--- config.mk ---
export PLATFORM = sky130hd
export DESIGN_NAME = c2p_out_fifo
export DESIGN_NICKNAME = d
export VERILOG_FILES = /design/src/rtl/c2p_pkg.sv /design/src/rtl/c2p_out_fifo.sv
export SDC_FILE = /design/constraint.sdc
export NUM_CORES = 1
export LEC_CHECK = 0
export BUFFER_PORTS_ARGS = -buffer_cell sky130_fd_sc_hd__buf_2
export CAP_MARGIN = 15
export CORE_MARGIN = 2
export CORE_UTILIZATION = 25
export CTS_CLUSTER_DIAMETER = 150
export DETAILED_ROUTE_END_ITERATION = 6
export HOLD_SLACK_MARGIN = 0.15
export PLACE_DENSITY = 0.56
export SETUP_SLACK_MARGIN = 0.1
export SYNTH_ARGS = -nofsm -noshare
export SYNTH_HDL_FRONTEND = slang
export SYNTH_SLANG_ARGS = --single-unit
export TNS_END_PERCENT = 100
--- constraint.sdc ---
create_clock -name i_clk -period 4.4 [get_ports i_clk]
set_input_delay 0.22 -clock i_clk [delete_from_list [all_inputs] [get_ports i_clk]]
set_output_delay 0.22 -clock i_clk [all_outputs]
set_load 0.005 [all_outputs]
--- src/rtl/c2p_pkg.sv ---
// c2p_pkg: shared constants, control struct and arctangent table for the
// cartesian to polar converter. No dependencies.
package c2p_pkg;

    // cordic vector and angle accumulator widths, scaling and rounding shifts, table length and output word width
    localparam int VEC_W     = 62;
    localparam int ZACC_W    = 34;
    localparam int SCALE_EXP = 60;
    localparam int ZROUND_SH = 17;
    localparam int ATAN_LEN  = 24;
    localparam int OUT_W     = 32;

    localparam logic signed [ZACC_W-1:0] PI_Q30      = 34'sd3373259426;
    localparam logic signed [15:0]       PI_Q13      = 16'sd25736;
    localparam logic signed [15:0]       HALF_PI_Q13 = 16'sd12868;

    // control bits that travel with each word
    typedef struct packed {
        logic valid;
        logic x_neg;
        logic y_neg;
        logic x_zero;
        logic y_zero;
    } t_ctl;

    // atan(2^-i) in q30, truncated
    function automatic logic [29:0] atan_q30(input logic [4:0] idx);
        logic [29:0] v;
        case (idx)
            5'd0:  v = 30'd843314856;
            5'd1:  v = 30'd497837829;
            5'd2:  v = 30'd263043836;
            5'd3:  v = 30'd133525158;
            5'd4:  v = 30'd67021686;
            5'd5:  v = 30'd33543515;
            5'd6:  v = 30'd16775850;
            5'd7:  v = 30'd8388437;
            5'd8:  v = 30'd4194282;
            5'd9:  v = 30'd2097149;
            5'd10: v = 30'd1048575;
            5'd11: v = 30'd524287;
            5'd12: v = 30'd262143;
            5'd13: v = 30'd131071;
            5'd14: v = 30'd65535;
            5'd15: v = 30'd32767;
            5'd16: v = 30'd16383;
            5'd17: v = 30'd8191;
            5'd18: v = 30'd4095;
            5'd19: v = 30'd2047;
            5'd20: v = 30'd1023;
            5'd21: v = 30'd511;
            5'd22: v = 30'd255;
            5'd23: v = 30'd127;
            default: v = '0;
        endcase
        return v;
    endfunction

endpackage

--- src/rtl/c2p_out_fifo.sv ---
// c2p_out_fifo: two-entry output queue that decouples the pipeline advance
// from the consumer's ready. Uses c2p_pkg for the word width.
module c2p_out_fifo (
    input  logic                          i_clk,
    input  logic                          i_rst_n,
    input  logic                          i_push,
    input  logic [c2p_pkg::OUT_W-1:0]     i_data,
    input  logic                          i_ready,
    output logic                          o_full,
    output logic                          o_valid,
    output logic [c2p_pkg::OUT_W-1:0]     o_data
);

    logic [c2p_pkg::OUT_W-1:0] r_mem [2];
    logic                      r_wr_ptr;
    logic                      r_rd_ptr;
    logic [1:0]                r_count;
    logic [1:0]                n_count;
    logic                      w_pop;

    assign w_pop   = (r_count != 2'd0) && i_ready;
    assign o_valid = (r_count != 2'd0);
    assign o_full  = (r_count == 2'd2);
    assign o_data  = r_mem[r_rd_ptr];

    // occupancy
    always_comb begin
        n_count = r_count;
        if (i_push && !w_pop) begin
            n_count = r_count + 2'd1;
        end else if (!i_push && w_pop) begin
            n_count = r_count - 2'd1;
        end
    end

    // pointers and count
    always_ff @(posedge i_clk) begin
        if (!i_rst_n) begin
            r_wr_ptr <= 1'b0;
            r_rd_ptr <= 1'b0;
            r_count  <= 2'd0;
        end else begin
            r_count <= n_count;
            if (i_push) begin
                r_wr_ptr <= ~r_wr_ptr;
            end
            if (w_pop) begin
                r_rd_ptr <= ~r_rd_ptr;
            end
        end
    end

    // storage
    always_ff @(posedge i_clk) begin
        if (i_push) begin
            r_mem[r_wr_ptr] <= i_data;
        end
    end

endmodule

* After elaboration in Yosys (flattened, before gate mapping)
Memory sizes are Yosys's and may differ from the RTL's. A register that Yosys moved wholly into a read port is not among the register bits.
Index checks and enable logic that the tools add are counted.
** Storage, ports and cells
- Bits in registers :: 4
- Memory bits (writable) :: 64
- Output and inout port bits :: 34
- Memories :: 1
** Memory list
- r_mem :: depth 2, width 32, read ports 1, clocked after memory_dff 1, write ports 1, line c2p_out_fifo.sv:14 : logic [c2p_pkg::OUT_W-1:0] r_mem [2];
** Operators by class
- Add/subtract/negate cells :: 2
- Eq/ne operators :: 1
- Mux-type cells :: 6
- Bitwise gates (word level) :: 2
- Reductions and logical operators :: 7
** Operators by type and width (number)
- 1-bit two-way mux :: 4
- 2-bit two-way mux :: 2
- 2-bit nonzero test :: 2
- 1-bit logical AND :: 3
- 2-bit by 1-bit adder with 2-bit output (second input constant) :: 1
- 2-bit == test (second input constant) :: 1
- 1-bit zero test :: 2
- 1-bit inverter :: 2
- 2-bit by 1-bit subtractor with 2-bit output (second input constant) :: 1

* Logic depth before layout (Yosys ltp)
- Depth in word-level cells :: 5
- Depth in mapped cells :: 5
- Depth with buffers taken out :: 5

* Worst setup path after synthesis
OpenSTA, ideal clock, no wires.
- Path kind :: register -> register
- Start :: reg r_wr_ptr
- End :: mem r_mem[0][0] (netlist name) (enable)
- Library setup time :: 426 ps
- Arrival time :: 1776 ps
- Required time :: 3974 ps
- Path slack :: 2198 ps
- Cell stages (with the launch flop) :: 2
- Buffers on the path :: 0
- Period minus slack after synthesis :: 2202 ps
- Cell sequence :: dfxtp_1 -> nor2b_1
** RTL lines
- start, declared :: line c2p_out_fifo.sv:15 : logic r_wr_ptr;
- start signal, assigned :: line c2p_out_fifo.sv:45 : r_wr_ptr <= ~r_wr_ptr;
- end, declared :: line c2p_out_fifo.sv:14
No word-level cell before the write port.

==> metrics.md <==
| Metric | Value |
|---|---|
| Initial Util | `0.259` |
| Vias in the first global route | `1,542` |
| Largest net degree at the start of global routing | `34` |
| Max cap viols | `0` |
| RSZ-0062 raised after global routing | `false` |
| CP Capture Type | `primary output` |
| Row count | `36` |
| Drt pass-1 iters | `4` |
| Post-route ant nets | `0` |
| Tot GR Track Use | `0.0908` |
| Syn-to-layout area delta | `39.7%` |
| Fmax | `0.505 GHz` |
| Place WS | `2.73 ns` |
| CTS max path bufs | `2` |
| IO buf count | `69` |
| Register area | `2020 sq um` |
| Switch share | `0.246` |
| Max_slew headroom | `0.349` |
| Ys flop type | `edfxtp_1` |
| Peak supply drop | `0.000266 V` |
| Pleak | `1.32 nW` |
| Post-CTS Setup Inserts | `0` |
| Asr flop ratio synth | `0` |
| Hold Slack | `0.235 ns` |
| Internal | `0.00123 W` |
| Setup TNS | `0 ns` |
| Fin crit share | `0.450` |
| Wirelength per Cell | `12.3 um` |
| Crit-path max FO | `32` |
| Clock skew | `0.00674 ns` |
| Drt drc | `0` |
| Post-cts sizing count | `0` |
| Largest cells by area after synthesis | `edfxtp_1 (76%), mux2_2 (13%), dfxtp_1 (4.0%)` |
| Nets@finish | `268` |
| Crit Path Category | `flop to primary output` |
| Post-Route WL | `4520 um` |
| N_diodes | `0` |
| Vias per cell | `3.83` |
| Largest area contributor in the netlist | `edfxtp_1` |
| Detailed-route via count | `1,410` |
| Die Y | `105 um` |
| Slew Limit Fails | `0` |
| Die area | `10,900 sq um` |
| Clock-pin slew on the worst setup and hold paths | `0.07 ns` |
| Initial antenna violation count | `0` |
| Root buffer cell | `clkbuf_8` |
| Mapped Cells | `122` |
| Syn nets | `159` |
| Fraction of layout cells with a size suffix above 1 | `0.494` |
| Avg Cell Area, Syn | `20.7 sq um` |
| Seq pwr share | `0.512` |
| Post-synth top area share | `0.760` |
| Post-Syn Area | `2530 sq um` |
| Final HPWL DP | `2640 um` |
| CTS HTree Levels | `3` |
| Most common library cells after synthesis | `edfxtp_1 (64), mux2_2 (30), dfxtp_1 (5)` |
| Final setup viols | `0` |
| Post-synthesis sequential element count | `69` |
| Min cycle time layout | `1.98 ns` |
| Net load switching power | `0.000402 W` |
| Hold crit path type | `input port to flop` |
| Final Hold Viols | `0` |
| Cell with the most instances after synthesis | `edfxtp_1` |
| Post-synth EDFFs | `64` |
| Clock share of power | `0.292` |
| Actual slew at the worst max-slew pin | `0.974 ns` |
| Ports | `70` |
| Seq/Total Area, Yosys | `0.800` |
| R2r startpoint | `r_wr_ptr` |
| Core region area | `9770 sq um` |
| Gpl congestion | `0.611` |
| CTS Sinks | `69` |
| Grt ovf | `0` |
| Starting DRT DRC Count | `35` |
| Setup crit start kind | `flop` |
| Yosys cell types | `17` |
| HP Start | `i_push` |
| Worst Path Required | `4.18 ns` |
| Die X-Extent | `105 um` |
| Critical path data arrival time | `1.76 ns` |
| Logic pwr share | `0.196` |
| First-pass GRT wire length | `7370 um` |
| TritonCTS clock tree | `done` |
| Final setup margin | `2.42 ns` |
| Pwr/cell area | `463 nW/um^2` |
| Skew-Pair Late Insertion Delay | `0.34 ns` |
| Filler cells | `972` |
| Area of the multi-input gates | `489 sq um` |
| Syn. warnings | `0` |
| Outcome | `finished clean` |
| Clock buffer count from CTS | `9` |
## routing by layer
metal | share of wire | track usage
met5 | 0 | 0
met4 | 0.025 | 0.0686
met3 | 0.051 | 0.0337
met2 | 0.51 | 0.149
met1 | 0.42 | 0.0940
## power groups by stage
stage / registers (W) / logic [W] / clock network, W
6_report: 0.000838 / 0.000321 / 0.000479
5_1_grt: 0.000852 / 0.000351 / 0.000526
4_1_cts: 0.000843 / 0.000327 / 0.000502
3_5_place_dp: 0.000857 / 0.000303 / 0
3_3_place_gp: 0.000856 / 0.000301 / 0
2_1_floorplan: 0.000799 / 0.000235 / 0
## state kept, by name, indices dropped and copies added (netlist names), named ones only
name and count:
r_mem 64, r_wr_ptr 1, r_count 2, r_rd_ptr 1
## kinds of logic (layout without fill, tap and decap cells)
kind of cell	Yosys count	count (layout)	synth area share
buffers and inverters	4	117	0.0104
adder cells (fa/ha/maj)	1	1	0.00495
flip-flops	69	69	0.800
XOR/XNOR	3	3	0.0104
multiplexers	32	32	0.143
AND/OR/NAND/NOR	9	9	0.0223
AO/OA/AOI/OAI	4	4	0.00989
## path summary, 6_finish.rpt
| kind | slack, ns | end | cells past startpoint |
|---|---|---|---|
| worst max-delay path | 2.42 | o_data[11] | 2 |
| worst min-delay path | 0.24 | r_wr_ptr | 3 |
| worst max register to register | 2.90 | r_mem[0][28] | 1 |
| worst min register to register | 0.52 | r_count[1] | 2 |
## worst max-delay path, cell delays in order, from the launching register on
cell and delay, ns:
dfxtp_2 0.85, mux2_2 0.43, buf_2 0.13
## placed cells by master, fill, tap and decap left out, types with 2 or more instances in the layout
cell type	count
edfxtp_1	64
mux2_2	30
dlygate4sd3_1	33
buf_2	69
clkinv_1	2
clkbuf_8	9
dfxtp_1	4
clkinv_2	2
xnor2_1	2
and2_1	3
nor2b_1	2
mux2_1	2
## cell type report
cell class	count	share of cell area
multi-input cells	49	0.138
clock inverters	6	0.0156
well taps	133	0.0471
flip-flops and latches	69	0.573
repair buffers	102	0.191
clock buffers	9	0.0351
## metrics by stage
step | std cells | power [W] | util | area (sq um)
after floorplan | 122 | 0.00103 | - | 2530
after global placement | 320 | 0.00116 | 0.309 | 3020
after detailed placement | 320 | 0.00116 | 0.309 | 3020
after CTS | 368 | 0.00167 | 0.361 | 3530
after global routing | 368 | 0.00173 | 0.361 | 3530
final | 368 | 0.00164 | 0.361 | 3530
## repair_timing
item | CTS | global route
endpoints found under the setup margin | 0 | 0
hold buffers | 33 | 0
hold endpoints to repair | 69 | 0
(Power assumes the default switching activity.)
