$ cat src/rtl/c2p_pkg.sv
// c2p_pkg: shared constants, control struct and arctangent table for the
// cartesian to polar converter. No dependencies.
package c2p_pkg;

    // cordic vector and angle accumulator widths, scaling and rounding shifts, table length and output word width
    localparam int VEC_W     = 62;
    localparam int ZACC_W    = 34;
    localparam int SCALE_EXP = 60;
    localparam int ZROUND_SH = 17;
    localparam int ATAN_LEN  = 24;
    localparam int OUT_W     = 32;

    localparam logic signed [ZACC_W-1:0] PI_Q30      = 34'sd3373259426;
    localparam logic signed [15:0]       PI_Q13      = 16'sd25736;
    localparam logic signed [15:0]       HALF_PI_Q13 = 16'sd12868;

    // control bits that travel with each word
    typedef struct packed {
        logic valid;
        logic x_neg;
        logic y_neg;
        logic x_zero;
        logic y_zero;
    } t_ctl;

    // atan(2^-i) in q30, truncated
    function automatic logic [29:0] atan_q30(input logic [4:0] idx);
        logic [29:0] v;
        case (idx)
            5'd0:  v = 30'd843314856;
            5'd1:  v = 30'd497837829;
            5'd2:  v = 30'd263043836;
            5'd3:  v = 30'd133525158;
            5'd4:  v = 30'd67021686;
            5'd5:  v = 30'd33543515;
            5'd6:  v = 30'd16775850;
            5'd7:  v = 30'd8388437;
            5'd8:  v = 30'd4194282;
            5'd9:  v = 30'd2097149;
            5'd10: v = 30'd1048575;
            5'd11: v = 30'd524287;
            5'd12: v = 30'd262143;
            5'd13: v = 30'd131071;
            5'd14: v = 30'd65535;
            5'd15: v = 30'd32767;
            5'd16: v = 30'd16383;
            5'd17: v = 30'd8191;
            5'd18: v = 30'd4095;
            5'd19: v = 30'd2047;
            5'd20: v = 30'd1023;
            5'd21: v = 30'd511;
            5'd22: v = 30'd255;
            5'd23: v = 30'd127;
            default: v = '0;
        endcase
        return v;
    endfunction

endpackage

$ cat src/rtl/c2p_stage.sv
// c2p_stage: one pipeline stage, up to one square root bit and one cordic
// micro-rotation, registered with a shared advance enable. Uses c2p_pkg.
module c2p_stage #(
    parameter int COORD_WIDTH  = 16,
    parameter int CORDIC_STEPS = 16,
    parameter int STEP         = 0
) (
    input  logic                                    i_clk,
    input  logic                                    i_rst_n,
    input  logic                                    i_en,
    input  c2p_pkg::t_ctl                           i_ctl,
    input  logic [2*COORD_WIDTH:0]                  i_rem,
    input  logic [COORD_WIDTH-1:0]                  i_root,
    input  logic signed [c2p_pkg::VEC_W-1:0]        i_vx,
    input  logic signed [c2p_pkg::VEC_W-1:0]        i_vy,
    input  logic signed [c2p_pkg::ZACC_W-1:0]       i_z,
    output c2p_pkg::t_ctl                           o_ctl,
    output logic [2*COORD_WIDTH:0]                  o_rem,
    output logic [COORD_WIDTH-1:0]                  o_root,
    output logic signed [c2p_pkg::VEC_W-1:0]        o_vx,
    output logic signed [c2p_pkg::VEC_W-1:0]        o_vy,
    output logic signed [c2p_pkg::ZACC_W-1:0]       o_z
);

    localparam int NW = 2 * COORD_WIDTH + 1;
    localparam int VW = c2p_pkg::VEC_W;
    localparam int ZW = c2p_pkg::ZACC_W;

    logic [NW-1:0]          n_rem;
    logic [COORD_WIDTH-1:0] n_root;
    logic signed [VW-1:0]   n_vx;
    logic signed [VW-1:0]   n_vy;
    logic signed [ZW-1:0]   n_z;

    c2p_pkg::t_ctl          r_ctl;
    logic [NW-1:0]          r_rem;
    logic [COORD_WIDTH-1:0] r_root;
    logic signed [VW-1:0]   r_vx;
    logic signed [VW-1:0]   r_vy;
    logic signed [ZW-1:0]   r_z;

    // restoring square root: decide root bit B
    generate
        if (STEP < COORD_WIDTH) begin : g_sqrt
            localparam int B = COORD_WIDTH - 1 - STEP;
            logic [NW-1:0] w_trial;
            // trial = 2^B * (2*root + 2^B)
            assign w_trial = ({{(NW-COORD_WIDTH-1){1'b0}}, i_root, 1'b0}
                              + (NW'(1) << B)) << B;
            always_comb begin
                if (i_rem >= w_trial) begin
                    n_rem  = i_rem - w_trial;
                    n_root = i_root | (COORD_WIDTH'(1) << B);
                end else begin
                    n_rem  = i_rem;
                    n_root = i_root;
                end
            end
        end else begin : g_sqrt_pass
            assign n_rem  = i_rem;
            assign n_root = i_root;
        end
    endgenerate

    // cordic vectoring micro-rotation toward the x axis
    generate
        if (STEP < CORDIC_STEPS) begin : g_rot
            logic signed [VW-1:0] w_dx;
            logic signed [VW-1:0] w_dy;
            logic signed [ZW-1:0] w_atan;
            logic                 w_neg;
            assign w_dx   = i_vy >>> STEP;
            assign w_dy   = i_vx >>> STEP;
            assign w_atan = $signed(ZW'(c2p_pkg::atan_q30(5'(STEP))));
            assign w_neg  = i_vy[VW-1];
            always_comb begin
                if (w_neg) begin
                    n_vx = i_vx - w_dx;
                    n_vy = i_vy + w_dy;
                    n_z  = i_z - w_atan;
                end else begin
                    n_vx = i_vx + w_dx;
                    n_vy = i_vy - w_dy;
                    n_z  = i_z + w_atan;
                end
            end
        end else begin : g_rot_pass
            assign n_vx = i_vx;
            assign n_vy = i_vy;
            assign n_z  = i_z;
        end
    endgenerate

    // control bits
    always_ff @(posedge i_clk) begin
        if (!i_rst_n) begin
            r_ctl <= '0;
        end else if (i_en) begin
            r_ctl <= i_ctl;
        end
    end

    // datapath registers
    always_ff @(posedge i_clk) begin
        if (i_en) begin
            r_rem  <= n_rem;
            r_root <= n_root;
            r_vx   <= n_vx;
            r_vy   <= n_vy;
            r_z    <= n_z;
        end
    end

    assign o_ctl  = r_ctl;
    assign o_rem  = r_rem;
    assign o_root = r_root;
    assign o_vx   = r_vx;
    assign o_vy   = r_vy;
    assign o_z    = r_z;

endmodule

$ cat config.mk
export PLATFORM = sky130hd
export DESIGN_NAME = c2p_stage
export DESIGN_NICKNAME = d
export VERILOG_FILES = /design/src/rtl/c2p_pkg.sv /design/src/rtl/c2p_stage.sv
export SDC_FILE = /design/constraint.sdc
export NUM_CORES = 1
export LEC_CHECK = 0
export ABC_AREA = 0
export BUFFER_PORTS_ARGS = -buffer_cell sky130_fd_sc_hd__buf_4
export CAP_MARGIN = 20
export CORE_ASPECT_RATIO = 1.4
export CORE_MARGIN = 4
export CORE_UTILIZATION = 40
export CTS_BUF_LIST = sky130_fd_sc_hd__clkbuf_16
export DETAILED_ROUTE_END_ITERATION = 10
export GPL_TIMING_DRIVEN = 0
export SETUP_SLACK_MARGIN = 0.15
export SYNTH_ARGS = -nofsm -noshare
export SYNTH_HDL_FRONTEND = slang
export SYNTH_SLANG_ARGS = --single-unit
$ cat constraint.sdc
create_clock -name i_clk -period 12.85 [get_ports i_clk]
set_input_delay 0.6425 -clock i_clk [delete_from_list [all_inputs] [get_ports i_clk]]
set_output_delay 0.6425 -clock i_clk [all_outputs]
set_load 0.02 [all_outputs]
Yosys cells after proc, flatten, opt, wreduce, memory -nomap -nowiden

Index checks and enable logic that the tools add are counted.

Flip-flop bits (word level): 212
Input port bits: 215
Output and inout port bits: 212
Word-level logic and storage cells: 23

$add $sub $neg: 7
Order comparisons: 1
Muxes and demuxes: 4

Operators with widths:

| cell                     | number |
|---|---|
| $mux W62                 | 2 |
| $sub A62 B62 Y62         | 2 |
| $add A62 B62 Y62         | 1 |
| $add A34 B31 Y34 const B | 1 |
| $mux W34                 | 1 |
| $sub A34 B31 Y34 const B | 1 |
| $ge A33 B33 Y1           | 1 |
| $mux W33                 | 1 |
| $sub A33 B33 Y33         | 1 |
| $add A17 B16 Y18 const B | 1 |

Longest topological paths before layout

Gate-level depths: netlist of run 1.

Depth in word-level cells: 3
Depth in mapped cells: 16

Least setup slack after synthesis of run 1

No wires, ideal clock.

Kind: input to register
Start point: input i_vy[61] (netlist bit)
End point: register r_z[33], in the netlist o_z[33] (data pin)
Library setup time: 0.259 ns
Arrival: 4.206 ns
Data required time: 12.591 ns
Slack: 8.385 ns
Cell stages on the path: 16
Buffers on the path: 3
Cells stage by stage: clkbuf_1 -> inv_1 -> clkbuf_1 -> buf_1 -> ha_1 -> nor2b_1 -> o21a_1 -> o21ai_0 -> a21oi_1 -> o41ai_1 -> a21oi_1 -> a32oi_1 -> o21ai_0 -> a221o_1 -> a21oi_1 -> xnor2_1

Word-level cells in the longest chain between the ends: 1

Ends and longest elaborated chain:

| item                 | RTL line         | text |
|---|---|---|
| start, declared      | c2p_stage.sv:15  | `input logic signed [c2p_pkg::VEC_W-1:0] i_vy,` |
| $mux W34             | c2p_stage.sv:77  | `if (w_neg) begin` |
| named net n_z[33]    | c2p_stage.sv:33  | `logic signed [ZW-1:0] n_z;` |
| end signal, assigned | c2p_stage.sv:110 | `r_z <= n_z;` |
| end, declared        | c2p_stage.sv:40  | `logic signed [ZW-1:0] r_z;` |

The timed path passes the listed nets, and every way through them passes these cells.
A chain may end at the register's enable or synchronous reset.

Worst setup path in the final report of run 1

Ends and elaborated chain as after synthesis.

==> flow_summary.toml, run 1 <==
[global_route]
antenna_found_initial = 7
overflow = 0
grt_max_degree = 120
grt_pass1_vias = 21000
grt_pass1_wl_mm = 131
track_usage = 0.319

[setup_path]
crit_fanout = 24
slowest_delay_ns = 0.78
startpoint_type = "input pin"
crit_family = "compound AO/OA/AOI/OAI gates"
critical_path.cell_chain = "buf_4 -> clkbuf_1 -> inv_1 -> clkbuf_1 -> buf_2 -> ha_1 -> nor2b_1 -> o21a_1 -> o21ai_0 -> a21oi_1 -> o41ai_1 -> a21oi_1 -> a32oi_1 -> o21ai_0 -> a221o_1 -> a21oi_1 -> xnor2_1"
worstReg2RegStart = "o_ctl[2]"
worstReg2RegEnd = "o_ctl[2]"
crit_path_end_kind = "flip-flop"
critPathKind = "input pin to flip-flop"
worstPathRequired_ns = 13.18
cp.arrival_ns = 6.06
cp_common_cell = "a21oi_1"
r2r_slack_ns = 12.24
ff2ff_path_depth = 2
crit_buf_inv = 5
critical_path.slowest_cell = "buf_2"

[cells_and_area]
final_cells = 3484
drive_gt1_frac = 0.191
nets = 3268
areaGrowthSynthToFinish_pct = 24.5

[clock_network]
clock_latency_ns = 0.57
cts_tree = "built"
cts_setup_buffers = 0
htree_num_levels = 1
cts_resized = 0
hold_buffers = 0
cts_buffers = 25
cts_buffer_depth = 3
clk_pin_slew_ns = 0.06
clock_sinks = 211
cts-root-buf = "clkbuf_16"

[synth]
synth_top_area_frac = 0.306
yosysWarnings = 0
ys_types = 87
synth_nets = 2809
synth_edf_count = 206
syn_area_per_cell_sq_um = 8.56
yosysTopAreaCell = "edfxtp_1"
ys_seq_area_frac = 0.311
synth-seq-cells = 211
synth_area_sq_mm = 0.0202
async_flop_share = 0
synth_area_leaders = "edfxtp_1 31%, ha_1 14%, a21oi_1 7.7%"
synth_top_flop_cell = "edfxtp_1"
syn_inst = 2359

[power]
ir_drop_mv = 0.119
power.density_mw_per_mm2 = 115
leakage_nw = 10.9

[die]
die_w_microns = 198
die_height_microns = 274
ios = 427
initial_core_util = 0.404
die_area_sq_mm = 0.0542
row_count = 97
core-area_sq_mm = 0.0500

[route]
vias = 20500
wl_met1_mm = 32.3
detail_route.wl_per_cell_microns = 26.1
final_antenna_net_count = 0
drt_iter0_drc = 1454
wl_met3_mm = 5.88
viasPerCell = 5.88
dr.pass1.iters = 6
wl_met2_mm = 46.7
routed_wirelength_mm = 91.1
drc = 0
highest_layer = "met5"

[worst_hold_path]
min_to = "o_z[1]"
holdCritPathClass = "input pin to flip-flop"
worstHoldPathCells = 1
hp-start = "i_z[1]"

[timing]
setup_violations = 0
max_freq_ghz = 0.175
worst_pin_slew_ns = 1.19
layout_min_cycle_time_ns = 5.73
tns_ns = 0
relSlewSlack = 0.206
fin_crit_sh = 0.446
finClkSkew_ns = 0
grt_setup_unrepaired = "false"
finalHoldViolations = 0
slew_viol_final = 0

[placed_design]
dp_cells = 3433
io_buffer_count = 426
gp_congestion = 0.998
place_hpwl_mm = 74.9

[run]
drv_cap = 0

[run_status]
status = "finished, final reports clean"
flip-flops by register name, summed over array words and instances, names as in the netlist:
name    flops
o_z        34
o_vy       61
o_ctl       5
o_vx       62
o_root     16
o_rem      33
layout make-up:
type	instances	area [sq um]
clock inverters	20	200
repair buffers	432	3300
flip-flops and latches	211	6290
multi-input cells	1830	12700
fillers	4882	24900
clock buffers	25	626
plain buffers	98	409
diodes	5	12.5
well taps	643	805
inverters	220	826
cells by family (layout without fill, tap and decap cells):
kind of cell / count (synthesis) / after routing / share of synthesized area
simple gates: 586 / 586 / 0.141
mux: 43 / 43 / 0.0223
fa+ha+maj: 235 / 235 / 0.147
xor+xnor: 159 / 159 / 0.0689
flops: 211 / 211 / 0.311
other cells: 0 / 5 / 0
compound gates: 807 / 807 / 0.248
buf+inv: 318 / 795 / 0.0611
per-layer routing:
layer  track usage  vias to the layer above
met5             0                        -
met4         0.175                        6
met3        0.0485                      255
met2         0.595                      980
met1         0.341                     9760
li1              -                     9488
cell usage in the layout, fill, tap and decap left out, types with 10 or more instances in the layout:
master,instances
nor3_1,52
a31oi_1,22
nand2b_1,23
clkbuf_16,25
a211oi_1,29
o21a_1,26
edfxtp_1,206
xor2_1,22
inv_1,217
nor4_1,32
nand4_1,32
o211ai_1,25
or3_1,10
o21bai_1,62
xnor2_1,137
buf_1,14
and3_1,12
a21oi_1,309
ha_1,230
o31ai_1,34
buf_4,428
nor2_1,185
o21ai_0,159
buf_2,19
mux2_2,16
nor2b_1,32
nand3_1,37
or2_2,12
nand2_1,124
clkbuf_1,62
mux2i_1,27
a21o_1,42
power breakdown:
part / internal (mW) / switching [mW]
logic: 0.448 / 0.771
clock network: 0.417 / 0.315
registers: 0.897 / 0.0350
stage by stage:
step           instance area (sq um)  hold slack (ns)   util  power, mW  worst slack (ns)
3_5_place_dp                   24300            0.510  0.486       2.15              6.63
3_3_place_gp                   24200            0.504  0.484       2.14              5.95
6_report                       25100            0.249  0.503       2.88              7.12
4_1_cts                        25100            0.219  0.503       2.89              7.24
2_1_floorplan                  20200            0.590      -       1.63              8.38
5_1_grt                        25100            0.228  0.503       3.01              6.97
how the worst max path moves through the flow:
stage | to | slack [ns] | depth (start not counted) | from
after floorplan | o_z[33] | 8.38 | 16 | i_vy[61]
after global placement | o_z[30] | 5.95 | 17 | i_vy[61]
after detailed placement | o_z[33] | 6.63 | 17 | i_vy[61]
after CTS | o_z[33] | 7.24 | 17 | i_vy[61]
after global routing | o_z[33] | 6.97 | 17 | i_vy[61]
final | o_z[33] | 7.12 | 17 | i_vy[61]
Yosys cell counts (all sizes together), types with 5 or more instances:
cell,instances
a2111oi,7
a211o,8
a211oi,29
a21o,42
a21oi,310
a311oi,6
a31oi,22
and2,9
and3,12
buf,36
clkbuf,62
dfxtp,5
edfxtp,206
fa,5
ha,230
inv,216
mux2,16
mux2i,27
nand2,124
nand2b,23
nand3,37
nand4,32
nor2,185
nor2b,32
nor3,52
nor4,33
o211ai,26
o21a,26
o21ai,169
o21bai,63
o22ai,6
o31a,5
o31ai,35
o41ai,5
or2,13
or3,10
or4,8
xnor2,137
xor2,22
Power figures use the tool's default switching activity.
==> run 2, diff against run 1 <==
--- a/config.mk
+++ b/config.mk
@@ -5,7 +5,7 @@
 export SDC_FILE = /design/constraint.sdc
 export NUM_CORES = 1
 export LEC_CHECK = 0
-export ABC_AREA = 0
+export ABC_AREA = 1
 export BUFFER_PORTS_ARGS = -buffer_cell sky130_fd_sc_hd__buf_4
 export CAP_MARGIN = 20
 export CORE_ASPECT_RATIO = 1.4
==> constraint.sdc (replaced) <==
create_clock -name i_clk -period 5 [get_ports i_clk]
set_input_delay 0.25 -clock i_clk [delete_from_list [all_inputs] [get_ports i_clk]]
set_output_delay 0.25 -clock i_clk [all_outputs]
set_load 0.02 [all_outputs]
==> run 2 against run 1 <==
Sequential cell count is the same; final cell count grew 61%; first-iteration DRC count grew 60%; power grew to 2.7 times the previous value; critical endpoint is now o_z[25].
==> flow_summary.toml, run 2 <==
[synth]
synth-seq-cells = 211
synthTopCellsByCount = "1441 x nand2_1, 825 x inv_1, 329 x nand3_1"
synth_area_sq_mm = 0.0261
syn_area_per_cell_sq_um = 6.16
yosysTopAreaCell = "edfxtp_1"
synth_area_leaders = "edfxtp_1 24%, nand2_1 21%, inv_1 12%"
synth_top_flop_cell = "edfxtp_1"
async_flop_share = 0
ys_seq_area_frac = 0.241
yosysWarnings = 0
synth_edf_count = 206
ys_types = 51
synthMostInstantiatedCell = "nand2_1"
synth_top_area_frac = 0.237
syn_inst = 4240
synth_nets = 4690

[die]
die_area_sq_mm = 0.0695
initial_core_util = 0.404
die_height_microns = 310
ios = 427
die_w_microns = 224
core-area_sq_mm = 0.0645
row_count = 110

[route]
vias = 29100
drt_iter0_drc = 2325
routed_wirelength_mm = 120
detail_route.wl_per_cell_microns = 21.4
dr.pass1.iters = 8
viasPerCell = 5.18
drc = 0
final_antenna_net_count = 0

[setup_path]
startpoint_type = "input pin"
cp.arrival_ns = 4.72
worstReg2RegStart = "o_ctl[4]"
worstReg2RegEnd = "o_ctl[4]"
crit_path_end_kind = "flip-flop"
ff2ff_path_depth = 3
crit_fanout = 24
r2r_slack_ns = 3.81
worstPathRequired_ns = 5.31
critPathKind = "input pin to flip-flop"

[clock_network]
cts_resized = 0
clock_sinks = 211
clk_pin_slew_ns = 0.06
cts_setup_buffers = 0
hold_buffers = 63
htree_num_levels = 1
clock_latency_ns = 0.58
cts-root-buf = "clkbuf_16"
cts_tree = "built"
cts_buffer_depth = 3
cts_buffers = 24

[timing]
tns_ns = 0
finalHoldViolations = 0
layout_min_cycle_time_ns = 4.41
worst_pin_slew_ns = 1.18
slew_viol_final = 0
finalHoldWorstSlack_ns = 0.0454
max_freq_ghz = 0.227
relSlewSlack = 0.211
fin_ws_ns = 0.590
fin_crit_sh = 0.882
setup_violations = 0
finClkSkew_ns = 0
grt_setup_unrepaired = "false"

[global_route]
grt_max_degree = 120
overflow = 0
track_usage = 0.328
grt_pass1_vias = 27900
grt_pass1_wl_mm = 171
antenna_found_initial = 4

[cells_and_area]
largest_reg_flops = 62
fillers = 6976
mostFrequentLayoutCells = "1441 x nand2_1, 827 x inv_1, 470 x buf_4"
nets = 5207
drive_gt1_frac = 0.139
final_common_cell = "nand2_1"
areaGrowthSynthToFinish_pct = 22.0
final_util = 0.493

[power]
pwr-share-clk = 0.232
internal-power_mw = 4.45
power.switching_mw = 3.32
switching_share = 0.428
combinationalPowerShare = 0.468
power.density_mw_per_mm2 = 244
finalPower_mw = 7.77
ir_drop_mv = 0.257
power.share.sequential = 0.300
leakage_nw = 17.3

[worst_hold_path]
hp-start = "i_rem[23]"
holdCritPathClass = "input pin to flip-flop"
min_to = "o_rem[23]"
worstHoldPathCells = 3

[placed_design]
place_hpwl_mm = 102
gp_congestion = 1.05
io_buffer_count = 426
pre_cts_ws_ns = 0.0859

[run_status]
status = "finished, final reports clean"

[run]
drv_cap = 0
==> run 2: cell count changes after synthesis, moves of 60 or more <==
cell     before   now
xnor2_1     137     8
nand2_1     124  1441
nor2_1      185   285
a21oi_1     309   249
inv_1       214   825
nand3_1      37   329
==> run 2: critical path, cell delays in order <==
cell and delay [ns]:
buf_4 0.23, clkbuf_1 0.56, clkinv_1 0.50, clkbuf_1 0.48, buf_2 0.63, fa_1 0.63, o21ai_1 0.34, a21oi_1 0.21
o21bai_2 0.31, nand2_1 0.09, nand2_1 0.17, nand3_1 0.13, nand3_1 0.09, nand2_1 0.06
==> run 2: worst max-delay path by stage <==
stage                         from  endpoint  slack (ns)  depth (start not counted)
after detailed placement  i_vy[61]   o_z[25]        0.09                         14
after floorplan           i_vy[61]   o_z[18]        2.22                         14
after global routing      i_vy[61]   o_z[25]        0.38                         14
after CTS                 i_vy[61]   o_z[25]        0.68                         14
after global placement    i_vy[61]   o_z[25]        0.16                         14
final                     i_vy[61]   o_z[25]        0.59                         14
==> run 2: routing by layer <==
layer	vias up	wire [microns]	track usage
met3	364	7940	0.0446
li1	14300	-	-
met2	1309	58700	0.599
met1	13100	42400	0.343
met5	-	0	0
met4	0	10800	0.243
==> run 2: logic make-up (layout without fill, tap and decap cells) <==
| group | after synthesis | in the layout | share of synthesized area |
|---|---|---|---|
| fa+ha+maj | 235 | 235 | 0.114 |
| compound gates | 541 | 541 | 0.114 |
| buf+inv | 935 | 1469 | 0.143 |
| other cells | 0 | 3 | 0 |
| flops | 211 | 211 | 0.241 |
| simple gates | 2234 | 2234 | 0.360 |
| xor+xnor | 84 | 84 | 0.0282 |
==> run 2: area by class of cell <==
class | count | area, sq um | area share
Antenna cell | 3 | 7.51 | 0.000236
Clock inverter | 19 | 183 | 0.00574
Buffer | 90 | 568 | 0.0178
Clock buffer | 24 | 601 | 0.0189
Sequential cell | 211 | 6290 | 0.197
Tap cell | 840 | 1050 | 0.0330
Inverter | 845 | 3170 | 0.0996
Timing Repair Buffer | 491 | 3890 | 0.122
Multi-Input combinational cell | 3094 | 16100 | 0.505
==> run 2: per-stage QoR <==
step | instance area, sq um | cells
floorplan | 26100 | 4240
global placement | 30400 | 5506
detailed placement | 30400 | 5508
CTS | 31800 | 5614
global route | 31800 | 5616
finish | 31800 | 5617
==> run 2: power by group through the flow <==
stage          combinational (mW)  clock (mW)  sequential [mW]
2_1_floorplan                1.77           0             2.67
3_3_place_gp                 3.52           0             2.37
3_5_place_dp                 3.54           0             2.37
4_1_cts                      3.59        1.86             2.33
5_1_grt                      3.92        1.92             2.35
6_report                     3.64        1.80             2.33
